==> src/sv/cmmv_pkg.sv <==
// package for the channel mix matrix-vector block
// field widths, action and register index codes, controller/datapath structs
// no dependencies
`default_nettype none

package cmmv_pkg;

  localparam int SLOT_W      = 6;
  localparam int SAMPLE_W    = 16;
  localparam int PROD_W      = 32;
  localparam int SUM_W       = 38;
  localparam int DEST_W      = 8;
  localparam int SRC_COUNT_W = 7;
  localparam int DST_COUNT_W = 9;
  localparam int CFG_IDX_W   = 1;
  localparam int CFG_DATA_W  = 9;

  localparam logic ACT_LOAD = 1'b0;
  localparam logic ACT_COEF = 1'b1;

  localparam logic [CFG_IDX_W-1:0] CFG_SOURCE_COUNT = 1'b0;
  localparam logic [CFG_IDX_W-1:0] CFG_DEST_COUNT   = 1'b1;

  typedef struct packed {
    logic capture;
    logic mem_we;
    logic rd_en;
    logic mul_en;
    logic acc_en;
  } cmmv_cmd_t;

  typedef struct packed {
    logic row_end;
  } cmmv_sts_t;

endpackage

`default_nettype wire

==> src/sv/cmmv_ifs.sv <==
// valid/ready channel interfaces for the channel mix block
// depends on cmmv_pkg for field widths
`default_nettype none

interface cmmv_in_if;
  logic                                  valid;
  logic                                  ready;
  logic                                  action;
  logic [cmmv_pkg::SLOT_W-1:0]           source_slot;
  logic signed [cmmv_pkg::SAMPLE_W-1:0]  sample;

  modport source (output valid, action, source_slot, sample, input ready);
  modport sink (input valid, action, source_slot, sample, output ready);
endinterface

interface cmmv_out_if;
  logic                               valid;
  logic                               ready;
  logic [cmmv_pkg::DEST_W-1:0]        dest_channel;
  logic signed [cmmv_pkg::SUM_W-1:0]  mixed_level;
  logic                               final_channel;

  modport source (output valid, dest_channel, mixed_level, final_channel, input ready);
  modport sink (input valid, dest_channel, mixed_level, final_channel, output ready);
endinterface

`default_nettype wire

==> src/sv/channel_mix_matrix_vector.sv <==
// channel_mix_matrix_vector: matrix-vector mixer of source levels into destinations
// input beats carry a source load (action 0) or the next row-major coefficient (action 1)
// one result beat per completed row: destination index, full-width sum, last flag
// cfg_we/cfg_index/cfg_data write source_count (index 0) and dest_count (index 1)
// a load beat writes the store, and in_ch.ready stays high
// a coefficient beat runs as store read, then 16x16 multiply, then 38-bit accumulate
// the sequence runs through one multiplier and one accumulator, one coefficient at a time
// the row's last accumulate loads the output register and raises out_ch.valid with it
// the next beat is taken while a result waits; if the row after ends before out_ch.ready,
// the accumulate step holds and in_ch.ready stays low until the result is taken
// reset (rst_n low, synchronous) clears counters and sum, sets both counts to 1
// source store contents are not cleared; slots must be loaded before use
// depends on cmmv_pkg, cmmv_ifs, cmmv_ctrl and cmmv_dp
`default_nettype none

module channel_mix_matrix_vector #(
  parameter int MAX_SOURCES = 64,
  parameter int MAX_DESTS   = 256
) (
  input  wire                                 clk,
  input  wire                                 rst_n,
  cmmv_in_if.sink                             in_ch,
  cmmv_out_if.source                          out_ch,
  input  wire                                 cfg_we,
  input  wire  [cmmv_pkg::CFG_IDX_W-1:0]      cfg_index,
  input  wire  [cmmv_pkg::CFG_DATA_W-1:0]     cfg_data
);
  import cmmv_pkg::*;

  cmmv_cmd_t cmd;
  cmmv_sts_t sts;

  cmmv_ctrl u_ctrl (
    .clk       (clk),
    .rst_n     (rst_n),
    .in_valid  (in_ch.valid),
    .in_action (in_ch.action),
    .in_ready  (in_ch.ready),
    .out_valid (out_ch.valid),
    .out_ready (out_ch.ready),
    .sts       (sts),
    .cmd       (cmd)
  );

  cmmv_dp #(
    .MAX_SOURCES (MAX_SOURCES),
    .MAX_DESTS   (MAX_DESTS)
  ) u_dp (
    .clk       (clk),
    .rst_n     (rst_n),
    .cmd       (cmd),
    .sts       (sts),
    .in_slot   (in_ch.source_slot),
    .in_sample (in_ch.sample),
    .cfg_we    (cfg_we),
    .cfg_index (cfg_index),
    .cfg_data  (cfg_data),
    .out_dest  (out_ch.dest_channel),
    .out_level (out_ch.mixed_level),
    .out_final (out_ch.final_channel)
  );

endmodule

`default_nettype wire

==> src/sv/cmmv_dp.sv <==
// datapath: count registers, source store, multiplier, accumulator, result register
// depends on cmmv_pkg; driven by cmmv_ctrl commands
`default_nettype none

module cmmv_dp #(
  parameter int MAX_SOURCES = 64,
  parameter int MAX_DESTS   = 256
) (
  input  wire                                      clk,
  input  wire                                      rst_n,
  input  wire  cmmv_pkg::cmmv_cmd_t                cmd,
  output cmmv_pkg::cmmv_sts_t                      sts,
  input  wire  [cmmv_pkg::SLOT_W-1:0]              in_slot,
  input  wire  signed [cmmv_pkg::SAMPLE_W-1:0]     in_sample,
  input  wire                                      cfg_we,
  input  wire  [cmmv_pkg::CFG_IDX_W-1:0]           cfg_index,
  input  wire  [cmmv_pkg::CFG_DATA_W-1:0]          cfg_data,
  output logic [cmmv_pkg::DEST_W-1:0]              out_dest,
  output logic signed [cmmv_pkg::SUM_W-1:0]        out_level,
  output logic                                     out_final
);
  import cmmv_pkg::*;

  localparam int COL_W  = (MAX_SOURCES > 1) ? $clog2(MAX_SOURCES) : 1;
  localparam int ADDR_W = (COL_W > SLOT_W) ? COL_W : SLOT_W;
  localparam int SRC_CW = ($clog2(MAX_SOURCES + 1) > SRC_COUNT_W) ?
                          $clog2(MAX_SOURCES + 1) : SRC_COUNT_W;
  localparam int DST_CW = ($clog2(MAX_DESTS + 1) > DST_COUNT_W) ?
                          $clog2(MAX_DESTS + 1) : DST_COUNT_W;

  logic [SRC_COUNT_W-1:0]     src_count_r;
  logic [DST_COUNT_W-1:0]     dst_count_r;
  logic [COL_W-1:0]           col_r;
  logic [DEST_W-1:0]          row_r;
  logic [SUM_W-1:0]           sum_r;
  logic signed [SAMPLE_W-1:0] coef_r;
  logic signed [SAMPLE_W-1:0] rd_data_r;
  logic signed [PROD_W-1:0]   prod_r;
  logic [SAMPLE_W-1:0]        store [MAX_SOURCES];

  logic [ADDR_W-1:0] slot_ext;
  logic              slot_ok;
  logic [SRC_CW-1:0] src_ext;
  logic [SRC_CW-1:0] scount_eff;
  logic [SRC_CW-1:0] col_next;
  logic [DST_CW-1:0] dst_ext;
  logic [DST_CW-1:0] dcount_eff;
  logic [DST_CW-1:0] row_next;
  logic              last_row;
  logic [SUM_W-1:0]  sum_add;

  // clamp of the count registers
  always_comb begin
    src_ext = SRC_CW'(src_count_r);
    if (src_ext == '0) begin
      scount_eff = SRC_CW'(1);
    end else if (src_ext > SRC_CW'(MAX_SOURCES)) begin
      scount_eff = SRC_CW'(MAX_SOURCES);
    end else begin
      scount_eff = src_ext;
    end
    dst_ext = DST_CW'(dst_count_r);
    if (dst_ext == '0) begin
      dcount_eff = DST_CW'(1);
    end else if (dst_ext > DST_CW'(MAX_DESTS)) begin
      dcount_eff = DST_CW'(MAX_DESTS);
    end else begin
      dcount_eff = dst_ext;
    end
  end

  assign col_next    = SRC_CW'(col_r) + SRC_CW'(1);
  assign row_next    = DST_CW'(row_r) + DST_CW'(1);
  assign sts.row_end = (col_next >= scount_eff);
  assign last_row    = (row_next >= dcount_eff);
  assign sum_add     = sum_r + {{(SUM_W - PROD_W){prod_r[PROD_W-1]}}, prod_r};

  assign slot_ext = ADDR_W'(in_slot);
  assign slot_ok  = ({1'b0, slot_ext} < (ADDR_W + 1)'(MAX_SOURCES));

  always_ff @(posedge clk) begin
    if (!rst_n) begin
      src_count_r <= SRC_COUNT_W'(1);
      dst_count_r <= DST_COUNT_W'(1);
    end else if (cfg_we) begin
      case (cfg_index)
        CFG_SOURCE_COUNT: src_count_r <= cfg_data[SRC_COUNT_W-1:0];
        CFG_DEST_COUNT:   dst_count_r <= cfg_data[DST_COUNT_W-1:0];
        default: ;
      endcase
    end
  end

  // source store
  always_ff @(posedge clk) begin
    if (cmd.mem_we && slot_ok) begin
      store[slot_ext[COL_W-1:0]] <= in_sample;
    end
    if (cmd.rd_en) begin
      rd_data_r <= store[col_r];
    end
  end

  always_ff @(posedge clk) begin
    if (cmd.capture) begin
      coef_r <= in_sample;
    end
    if (cmd.mul_en) begin
      prod_r <= rd_data_r * coef_r;
    end
  end

  always_ff @(posedge clk) begin
    if (!rst_n) begin
      col_r <= '0;
      row_r <= '0;
      sum_r <= '0;
    end else if (cmd.acc_en) begin
      if (sts.row_end) begin
        col_r <= '0;
        sum_r <= '0;
        row_r <= last_row ? '0 : row_r + DEST_W'(1);
      end else begin
        col_r <= col_r + COL_W'(1);
        sum_r <= sum_add;
      end
    end
  end

  // result register
  always_ff @(posedge clk) begin
    if (cmd.acc_en && sts.row_end) begin
      out_dest  <= row_r;
      out_level <= $signed(sum_add);
      out_final <= last_row;
    end
  end

endmodule

`default_nettype wire

==> src/sv/cmmv_ctrl.sv <==
// controller: accepts beats, sequences read, multiply and accumulate, owns out valid
// depends on cmmv_pkg; drives cmmv_dp
`default_nettype none

module cmmv_ctrl (
  input  wire                        clk,
  input  wire                        rst_n,
  input  wire                        in_valid,
  input  wire                        in_action,
  output logic                       in_ready,
  output logic                       out_valid,
  input  wire                        out_ready,
  input  wire  cmmv_pkg::cmmv_sts_t  sts,
  output cmmv_pkg::cmmv_cmd_t        cmd
);
  import cmmv_pkg::*;

  typedef enum logic [1:0] {
    S_IDLE,
    S_MUL,
    S_ACC
  } state_t;

  state_t state_r, state_nxt;
  logic   in_ready_r;
  logic   out_valid_r, out_valid_nxt;
  logic   accept;
  logic   out_free;

  assign in_ready  = in_ready_r;
  assign out_valid = out_valid_r;
  assign accept    = in_valid && in_ready_r;
  assign out_free  = !out_valid_r || out_ready;

  always_comb begin
    state_nxt     = state_r;
    cmd           = '0;
    out_valid_nxt = out_valid_r && !out_ready;
    case (state_r)
      S_IDLE: begin
        if (accept) begin
          if (in_action == ACT_COEF) begin
            cmd.capture = 1'b1;
            cmd.rd_en   = 1'b1;
            state_nxt   = S_MUL;
          end else begin
            cmd.mem_we = 1'b1;
          end
        end
      end
      S_MUL: begin
        cmd.mul_en = 1'b1;
        state_nxt  = S_ACC;
      end
      S_ACC: begin
        if (!sts.row_end || out_free) begin
          cmd.acc_en = 1'b1;
          state_nxt  = S_IDLE;
          if (sts.row_end) begin
            out_valid_nxt = 1'b1;
          end
        end
      end
      default: state_nxt = S_IDLE;
    endcase
  end

  always_ff @(posedge clk) begin
    if (!rst_n) begin
      state_r     <= S_IDLE;
      in_ready_r  <= 1'b1;
      out_valid_r <= 1'b0;
    end else begin
      state_r     <= state_nxt;
      in_ready_r  <= (state_nxt == S_IDLE);
      out_valid_r <= out_valid_nxt;
    end
  end

`ifndef SYNTHESIS
  a_ready_idle: assert property (@(posedge clk) disable iff (!rst_n)
    in_ready_r == (state_r == S_IDLE))
    else $error("in_ready out of step with state");

  a_no_overwrite: assert property (@(posedge clk) disable iff (!rst_n)
    cmd.acc_en && sts.row_end |-> !out_valid_r || out_ready)
    else $error("result register overwritten while held");

  a_mul_to_acc: assert property (@(posedge clk) disable iff (!rst_n)
    state_r == S_MUL |=> state_r == S_ACC)
    else $error("multiply not followed by accumulate");

  a_load_idle: assert property (@(posedge clk) disable iff (!rst_n)
    cmd.mem_we |-> state_r == S_IDLE && !cmd.acc_en)
    else $error("store write outside idle");
`endif

endmodule

`default_nettype wire

==> src/flat_wrapper.sv <==
// flat-port wrapper written by rule: the top's interface ports become plain ports
module channel_mix_matrix_vector_flat import cmmv_pkg::*;
#(
  parameter int MAX_SOURCES = 64,
  parameter int MAX_DESTS   = 256
)
  (clk, rst_n, cfg_we, cfg_index, cfg_data, in_ch_valid, in_ch_action, in_ch_source_slot, in_ch_sample, in_ch_ready, out_ch_valid, out_ch_dest_channel, out_ch_mixed_level, out_ch_final_channel, out_ch_ready);
  cmmv_in_if in_ch_i ();
  cmmv_out_if out_ch_i ();
  input  wire clk;
  input  wire rst_n;
  input  wire cfg_we;
  input  wire  [cmmv_pkg::CFG_IDX_W-1:0] cfg_index;
  input  wire  [cmmv_pkg::CFG_DATA_W-1:0] cfg_data;
  input wire logic [$bits(in_ch_i.valid)-1:0] in_ch_valid;
  input wire logic [$bits(in_ch_i.action)-1:0] in_ch_action;
  input wire logic [$bits(in_ch_i.source_slot)-1:0] in_ch_source_slot;
  input wire logic [$bits(in_ch_i.sample)-1:0] in_ch_sample;
  output wire logic [$bits(in_ch_i.ready)-1:0] in_ch_ready;
  output wire logic [$bits(out_ch_i.valid)-1:0] out_ch_valid;
  output wire logic [$bits(out_ch_i.dest_channel)-1:0] out_ch_dest_channel;
  output wire logic [$bits(out_ch_i.mixed_level)-1:0] out_ch_mixed_level;
  output wire logic [$bits(out_ch_i.final_channel)-1:0] out_ch_final_channel;
  input wire logic [$bits(out_ch_i.ready)-1:0] out_ch_ready;
  assign in_ch_i.valid = in_ch_valid;
  assign in_ch_i.action = in_ch_action;
  assign in_ch_i.source_slot = in_ch_source_slot;
  assign in_ch_i.sample = in_ch_sample;
  assign in_ch_ready = in_ch_i.ready;
  assign out_ch_valid = out_ch_i.valid;
  assign out_ch_dest_channel = out_ch_i.dest_channel;
  assign out_ch_mixed_level = out_ch_i.mixed_level;
  assign out_ch_final_channel = out_ch_i.final_channel;
  assign out_ch_i.ready = out_ch_ready;
  channel_mix_matrix_vector #(.MAX_SOURCES(MAX_SOURCES), .MAX_DESTS(MAX_DESTS)) u_core (.clk(clk), .rst_n(rst_n), .in_ch(in_ch_i), .out_ch(out_ch_i), .cfg_we(cfg_we), .cfg_index(cfg_index), .cfg_data(cfg_data));
endmodule
==> config.mk <==
export PLATFORM = sky130hd
export DESIGN_NAME = channel_mix_matrix_vector_flat
export DESIGN_NICKNAME = d
export VERILOG_FILES = /design/src/sv/cmmv_pkg.sv /design/src/sv/cmmv_ifs.sv /design/src/sv/channel_mix_matrix_vector.sv /design/src/sv/cmmv_dp.sv /design/src/sv/cmmv_ctrl.sv /design/src/flat_wrapper.sv
export SDC_FILE = /design/constraint.sdc
export NUM_CORES = 2
export LEC_CHECK = 0
export ABC_CLOCK_PERIOD_IN_PS = 11530
export BUFFER_PORTS_ARGS = -buffer_cell sky130_fd_sc_hd__buf_2
export CORE_MARGIN = 2
export CORE_UTILIZATION = 60
export DETAILED_ROUTE_END_ITERATION = 10
export PLACE_DENSITY = 0.76
export SYNTH_ARGS = -nofsm -noshare
export SYNTH_HDL_FRONTEND = slang
export SYNTH_SLANG_ARGS = --single-unit
export TNS_END_PERCENT = 10
==> constraint.sdc <==
create_clock -name clk -period 11.53 [get_ports clk]
set_input_delay 2.306 -clock clk [delete_from_list [all_inputs] [get_ports clk]]
set_output_delay 2.306 -clock clk [all_outputs]
set_load 0.02 [all_outputs]
==> results.sh <==
export IMPL_crit_type="flip-flop to flip-flop"
export IMPL_cpMostUsedCell="fa_1"
export IMPL_io_buffer_count=86
export IMPL_power_frac_seq_pct=39.6
export IMPL_grt_pass1_wl_um=201000
export IMPL_layout_min_cycle_time_ns=6.86
export IMPL_clkPwrFrac_pct=30.6
export IMPL_start_kind="flip-flop"
export IMPL_slew_viol_final=0
export IMPL_drt_iter0_drc=3241
export IMPL_vias=30100
export IMPL_max_freq_ghz=0.146
export IMPL_synth_area_per_cell_sq_um=17.3
export IMPL_cts_num_sinks=1207
export IMPL_wl_met3_um=9350
export IMPL_timing_setup_tns_ns=0
export IMPL_cp_arrival_ns=7.30
export IMPL_yosysTopAreaCellShare_pct=59.9
export IMPL_ys_seq_area_share_pct=62.5
export IMPL_ff_latch_area_sq_um=35500
export IMPL_synth_net_count=3724
export IMPL_wl_um=132000
export IMPL_fin_ws_ns=4.67
export IMPL_drv_cap=0
export IMPL_slew_headroom_pct=4.72
export IMPL_synthCells=3286
export IMPL_grt_pass1_vias=31800
export IMPL_grtUsageTotal_pct=27.8
export IMPL_synth_largest_area_cell="edfxtp_1"
export IMPL_area_growth_pct=10.7
export IMPL_worst_pin_slew_ns=1.43
export IMPL_fillCellCount=6111
export IMPL_fin_crit_sh_pct=59.5
export IMPL_crit_path_cell_trace="nand2_1 -> fa_1 -> fa_1 -> fa_1 -> inv_1 -> fa_1 -> fa_1 -> inv_1 -> fa_1 -> inv_1 -> ha_1 -> and3_1 -> nand3_1 -> or3b_2 -> a31o_2 -> a31oi_1 -> a41o_1 -> o41a_1 -> a21o_1 -> a21oi_1 -> xnor2_1"
export IMPL_synth_warning_count=0
export IMPL_gp_congestion=0.905
export IMPL_met1_length_um=50000
export IMPL_cts_root_buffer="clkbuf_16"
export IMPL_cp_max_fo=16
export IMPL_dr_max_layer_used="met5"
export IMPL_nets=3850
export IMPL_die_area_sq_um=97300
export IMPL_antenna_found_initial=10
export IMPL_clk_latency_ns=0.73
export IMPL_p_leak_nw=21.9
export IMPL_dpl_hpwl_um=81000
export IMPL_placed_cells=4550
export IMPL_post_place_ws_ns=4.65
export IMPL_synth_area_leaders="edfxtp_1, mux4_2, fa_1"
export IMPL_ioPinCount=87
export IMPL_clkSlewWorstSetupHoldPaths_ns=0.07
export IMPL_multi_input_area_sq_um=19800
export IMPL_synth_most_common_cell="edfxtp_1"
export IMPL_clock_skew_ns=0.0623
export IMPL_critPathRequiredTime_ns=11.97
export IMPL_cts_tree="built"
export IMPL_netlist_area_sq_um=56900
export IMPL_ys_flop_type="edfxtp_1"
export IMPL_synth_cell_types=66
export IMPL_wire_per_inst_um=27.8
export IMPL_crit_path_end_kind="flip-flop"
export IMPL_setup_violations=0
export IMPL_hold_viol=0
export IMPL_rows=112
export IMPL_cts_path_max_buffers=3
export IMPL_cellInternalPower_mw=9.07
export IMPL_holdWs_ns=0.480
export IMPL_pwr_share_comb_pct=29.7
export IMPL_chipWidth_um=312
export IMPL_drc=0
export IMPL_wl_met2_um=67900
export IMPL_die_h_um=312
export IMPL_synthTopCellsByCount="edfxtp_1, mux4_2, inv_1, fa_1, nand2_1"
export IMPL_cts_buffers=114
export IMPL_drtPass1Iterations=5
export IMPL_rsz0062_at_grt="no"
export IMPL_start_util_pct=60.8
export IMPL_ys_ff_latch=1207
export IMPL_p_per_area_nw_per_um2=206
export IMPL_status="finished, final reports clean"
export IMPL_grt_start_max_net_pins=166
export IMPL_via_per_inst=6.32
export IMPL_hp_class="flip-flop to flip-flop"
export IMPL_drive_gt1_share_pct=20.1
export IMPL_htreeDepth=3
export IMPL_postRouteAntennaNets=0
export IMPL_peakVddDrop_uv=225
export IMPL_synth_edf_count=1135
export IMPL_cts_resized=0
export IMPL_postCtsSetupBuffers=0
export IMPL_core_sq_um=93600
export IMPL_hold_buffers=0
export IMPL_critPathSlowestCell="edfxtp_1"
export IMPL_p_sw_share_pct=30.1
export IMPL_grt_overflow=0
export IMPL_synthArstFlopShare_pct=0
export IMPL_max_stage_delay_ns=0.80
export IMPL_netSwitchingPower_mw=3.91
export IMPL_stdcell_count=4770
[layout make-up]
type | count | share of cell area [%]
tap | 1254 | 2.49
multi-input combinational | 1644 | 31.4
sequential | 1207 | 56.4
clock buffer | 128 | 4.70
clock inverter | 84 | 1.68
inverter | 300 | 1.79
antenna | 8 | 0.0318
timing repair buffer | 145 | 1.45
[worst max-delay path: cells and delay by family (launching register included)]
| family | cells | cell delay (ns) |
|---|---|---|
| AO/OA/AOI/OAI | 6 | 1.16 |
| XOR/XNOR | 1 | 0.13 |
| adder cells (fa/ha/maj) | 7 | 3.42 |
| buffers and inverters | 3 | 0.16 |
| flip-flops | 1 | 0.80 |
| AND/OR/NAND/NOR | 4 | 0.97 |
[cell families after synthesis]
kind of cell	share of synthesized area, %
muxes	13.5
buffers and inverters	2.88
adders and majority gates	12.3
and+or+nand+nor	4.78
AOI/OAI and AO/OA	2.99
DFF	62.5
xor gates and xnor gates	1.15
[through the flow]
| stage | area, sq um | utilization [%] | power, mW |
|---|---|---|---|
| after CTS | 62900 | 67.2 | 13.1 |
| final | 63000 | 67.3 | 13.0 |
| after detailed placement | 58900 | 62.9 | 9.09 |
| after floorplan | 56900 | - | 8.20 |
| after global placement | 58900 | 62.9 | 8.94 |
| after global routing | 62900 | 67.2 | 13.7 |
[power by group through the flow]
stage,Clock [mW],Combinational (mW),Sequential [mW]
2_1_floorplan,0,3.00,5.20
3_3_place_gp,0,3.70,5.23
3_5_place_dp,0,3.86,5.24
4_1_cts,4.02,3.88,5.14
5_1_grt,4.17,4.37,5.15
6_report,3.98,3.86,5.14
[cells in the final DEF (no fill, tap or decap), types with 10 or more instances in the layout]
cell type and instances:
bufinv_16 20, nor2_2 21, clkinv_1 23, mux4_2 336, nand2_1 181, a211oi_1 11, o21a_1 12, nand2b_1 14
edfxtp_1 1135, xor2_1 19, o21ai_0 32, ha_1 137, a21oi_1 64, fa_1 263, clkbuf_1 11, clkbuf_16 116
nor3_1 11, nand3_1 29, xnor2_1 56, buf_4 56, a21o_1 30, clkinv_2 26, dfxtp_1 68, a22oi_1 28
and2_1 128, and3_1 14, o21bai_1 10, a22o_1 18, buf_2 86, nor2_1 135, inv_1 298
[layer usage]
layer	global-route usage, %	up-vias
met1	36.8	15800
met2	47.4	1508
li1	-	12600
met5	0	-
met4	10.3	6
met3	4.09	277
[flip-flops by register name (all words and copies together) (netlist names), 7 cells and up]
| register | count |
|---|---|
| u_core.u_dp.out_level | 38 |
| u_core.u_dp.out_dest | 8 |
| u_core.u_dp.dst_count_r | 9 |
| u_core.u_dp.store | 1024 |
| u_core.u_dp.row_r | 8 |
| u_core.u_dp.rd_data_r | 16 |
| u_core.u_dp.src_count_r | 7 |
| u_core.u_dp.coef_r | 16 |
| u_core.u_dp.sum_r | 38 |
| u_core.u_dp.prod_r | 32 |
[path summary, 6_finish.rpt]
path                               from                    endpoint  slack, ns  cells after the start
max           u_core.u_dp.rd_data_r[11]      u_core.u_dp.prod_r[30]       4.67                     21
min          u_core.u_dp.dst_count_r[1]  u_core.u_dp.dst_count_r[1]       0.48                      2
max reg2reg   u_core.u_dp.rd_data_r[11]      u_core.u_dp.prod_r[30]       4.67                     21
min reg2reg  u_core.u_dp.dst_count_r[1]  u_core.u_dp.dst_count_r[1]       0.48                      2
Power figures use the tool's default switching activity.
